### src/sv/gsa_ram.sv
// Generic simple dual-port RAM: one write port, one read port, registered read.
// Used for the slot table and the free stack. No dependencies.
module gsa_ram #(
	parameter int unsigned Width = 8,
	parameter int unsigned Depth = 16
) (
	input  logic                     clk,
	input  logic                     we,
	input  logic [$clog2(Depth)-1:0] waddr,
	input  logic [Width-1:0]         wdata,
	input  logic [$clog2(Depth)-1:0] raddr,
	output logic [Width-1:0]         rdata
);

	logic [Width-1:0] mem_q [Depth];

	always_ff @(posedge clk) begin
		if (we) begin
			mem_q[waddr] <= wdata;
		end
		rdata <= mem_q[raddr];
	end

endmodule

### config.mk
export PLATFORM = sky130hd
export DESIGN_NAME = gsa_ram
export DESIGN_NICKNAME = d
export VERILOG_FILES = /design/src/sv/gsa_ram.sv
export SDC_FILE = /design/constraint.sdc
export NUM_CORES = 1
export LEC_CHECK = 0
export ABC_CLOCK_PERIOD_IN_PS = 5400
export BUFFER_PORTS_ARGS = -buffer_cell sky130_fd_sc_hd__buf_2
export CORE_ASPECT_RATIO = 0.75
export CORE_MARGIN = 4
export CORE_UTILIZATION = 50
export CTS_BUF_LIST = sky130_fd_sc_hd__clkbuf_8
export DETAILED_ROUTE_END_ITERATION = 8
export GPL_TIMING_DRIVEN = 0
export PLACE_DENSITY = 0.74
export SLEW_MARGIN = 0
export SYNTH_ARGS = -nofsm -noshare
export SYNTH_HDL_FRONTEND = slang
export SYNTH_SLANG_ARGS = --single-unit
### constraint.sdc
create_clock -name clk -period 5.4 [get_ports clk]
set_clock_uncertainty 0.15 [all_clocks]
set_input_delay 0.27 -clock clk [delete_from_list [all_inputs] [get_ports clk]]
set_output_delay 0.27 -clock clk [all_outputs]
set_load 0.05 [all_outputs]
After elaboration in Yosys (flattened, before gate mapping)

Memories as Yosys holds them, arrays and structs flattened. A register that Yosys moved wholly into a read port is not among the register bits.
Cells that the tools add are included.

Mux-type cells: 2

Operators by type and width:

| operator         | count |
|---|---|
| 1-bit 2-to-1 mux | 2 |

Flip-flop bits (word level): 0
RAM bits: 128
Input port bits: 18
Output and inout bits: 8
Logic and storage cells: 3
Memories: 1

Memory list:

| memory | depth | width | rd ports | clocked after Yosys merged registers in | wr ports | RTL line | source |
|---|---|---|---|---|---|---|---|
| mem_q  | 16    | 8     | 1        | 1                                       | 1        | 15       | `logic [Width-1:0] mem_q [Depth];` |

Depth between registers and ports, before layout

Depth after elaboration: 2
Gate-level depth with buffers: 5
Gate-level depth less buffers: 3

Worst setup path before layout

OpenSTA, ideal clock, no wires.

Path kind: input -> register
Start: input waddr[2]
End: memory mem_q[0][0], enable pin
Library setup time: 0.383 ns
Arrival time: 1.380 ns
Required time: 4.867 ns
Setup slack: 3.487 ns
Cell stages on the path: 2
Buffers on the path: 0
Path through: or3b_2 > nor3_1

RTL lines:

| what               | RTL line | source |
|---|---|---|
| start: declaration | 9        | `input logic [$clog2(Depth)-1:0] waddr,` |
| end: declaration   | 15       |  |

Straight into the memory's write port.

Final worst setup path

Start: input waddr[2]
End: memory mem_q[0][6], enable pin

Straight into the memory's write port.

==> impl_results.md <==
- Vias per cell: 5.82
- CTS clk-pin slew, worst paths: 0.07 ns
- Critical path type: in -> reg
- Wire per inst: between 20 and 25 microns
- Post-synth top cells: 128 x edfxtp_1, 18 x mux4_2, 16 x a22oi_1
- Clk buf depth: 2
- First-pass GRT wire length: 15.1 mm
- Detailed Routing Iterations Pass 1: 5
- Final Cycle Share: 37.1%
- Hold crit path type: in -> reg
- Row count: 31
- Number of buffers created by CTS: 17
- Worst Path Max Fanout: 8
- Die area: 0.0120 sq mm
- I/O Pins: 26
- RSZ-0062 raised after global routing: no
- Post-synth EDFFs: about 130
- Most common cell in the netlist: edfxtp_1
- Antenna cells: 0
- Cells after Synth: 229
- Post-DP HPWL: 6.38 mm
- Hold WS: 0.0942 ns
- Final Net Count: 290
- Die height: 95.9 microns
- # clock sinks: 136
- Synth top area share: 74.7%
- Avg Inst Size Synth: 22.5 sq um
- Critical Path RT: 5.29 ns
- Total nets after synthesis: 247
- Startpoint Class: input port
- Clk Latency, worst-skew pair: ~0.43 ns
- Share of post-route cells with drive strength above 1: 29.1%
- Worst Hold Depth: 1
- Cell Pwr Density: 381 mW/mm^2
- Reg2Reg Depth: 3
- Synth unique cells: 19
- FFs w/ async S/R, synth: 0%
- Synthesized area: 0.00515 sq mm
- # setup viols final: 0
- Die Width: 125 microns
- DR vias: approximately 2400
- DRC Markers: 0
- Final hold violations: 0
- Cell taking the most area after synthesis: edfxtp_1
- Status: completed
- Largest net degree at the start of global routing: 17
- RePlAce Congestion: around 0.77
- Slew at the pin with the worst max-slew slack: 1.25 ns
- Area Growth Syn to Fin: 14.4%
- Yosys Warn Count: 0
- Starting Density: 52.2%
- Max Cap Violations: 0
- Max_slew headroom: between 15 and 20%
- CTS root buf: clkbuf_8
- Critical path arrival: 1.89 ns
- Setup Buffers After CTS: 0
- Initial antenna violation count: 0
- Hold_buf cts: 0
- Max-slew violation count: 0
- Final antenna-violating net count: 0
- Seq/Total Area, Yosys: between 70 and 80%
- Core Area: approximately 0.0099 sq mm
- TritonCTS clock tree: built
- Initial DRC Count: 233
- Htree depth: 4
- Grt ovf: 0
- Crit end category: flop
- Leak: 1.97 nW
- Min Tclk post-route: 2.01 ns
- Vias in the first global route: 2513
- Max Clk Rate: 499 MHz
- Post-CTS resize count: 0
- Synth area leaders: edfxtp_1 75%, mux4_2 7.9%, mux4_1 7.1%, dfxtp_1 3.1%, a22oi_1 2.3%
- Setup Total Neg Slack: 0 ns
- Yosys reg bits: 136
- Top_reg_cell synth: edfxtp_1
- GRT Total Usage: around 18%
- Post-Route WL: 9.89 mm
- Max VDD drop: between 300 and 400 uV
- Buffers on Ports: 24
stage by stage:
stage | util (%) | instances | worst slack (ns) | instance area (sq um) | total power, mW
after floorplan | - | 229 | 3.49 | 5150 | 1.29
after global placement | 55.1 | 385 | 2.91 | 5430 | 1.34
after detailed placement | 55.1 | 385 | 2.91 | 5430 | 1.35
after CTS | 59.7 | 417 | 3.38 | 5880 | 2.25
after global routing | 59.8 | 417 | 3.31 | 5890 | 2.31
final | 59.8 | 417 | 3.39 | 5890 | 2.24
path summary, 6_finish.rpt:
kind / startpoint / end / slack [ns]
min reg2reg: mem_q[3][2] / rdata[2] / 0.56
min: wdata[1] / mem_q[14][1] / 0.09
max reg2reg: mem_q[5][2] / rdata[2] / 3.89
max: waddr[2] / mem_q[0][6] / 3.39
logic make-up (layout without fill, tap and decap cells):
| family | count (synthesis) | in the layout | synth area share, % |
|---|---|---|---|
| AND/OR/NAND/NOR | 35 | 35 | 3.18 |
| flip-flops | 136 | 136 | 77.8 |
| buffers and inverters | 10 | 66 | 1.68 |
| multiplexers | 32 | 32 | 15.0 |
| AO/OA/AOI/OAI | 16 | 16 | 2.33 |
report_power, final:
group          switching, mW  internal [mW]  total (mW)
Combinational         0.0904         0.0471       0.137
Sequential           0.00539           1.18        1.18
Clock                  0.361          0.558       0.919
Total                  0.457           1.78        2.24
flip-flops by register name (all words and copies together) (netlist names):
signal  cells
rdata       8
mem_q     128
cell type report:
class,instances,area (sq um)
Clock buffer,22,303
Clock inverter,10,146
Fill cell,708,3970
Timing Repair Buffer,24,120
Buffer,10,86.3
Multi-Input combinational cell,83,1060
Tap cell,132,165
Sequential cell,136,4000
cells in the final DEF (no fill, tap or decap), drive strengths merged:
master | Yosys | layout
clkinv | 0 | 5
mux4 | 32 | 32
nor2 | 13 | 13
clkdlybuf4s25 | 3 | 3
nand3 | 1 | 1
nand3b | 2 | 2
bufinv | 0 | 4
buf | 7 | 31
or3b | 1 | 1
nor2b | 1 | 1
nand2 | 9 | 9
a22oi | 16 | 16
nor3 | 4 | 4
edfxtp | 128 | 128
inv | 0 | 1
clkbuf | 0 | 22
and2b | 1 | 1
and2 | 1 | 1
dfxtp | 8 | 8
nand2b | 2 | 2
routing by layer:
metal | share of wire, % | global-route usage, %
met4 | 0.73 | 4.24
met1 | 47 | 25.9
met3 | 6.6 | 6.32
met5 | 0 | 0
met2 | 46 | 26.4
critical path: stages:
cell and delay [ns]:
buf_2 0.13, or3b_2 0.53, nor3_1 0.97
Power figures use the tool's default switching activity.
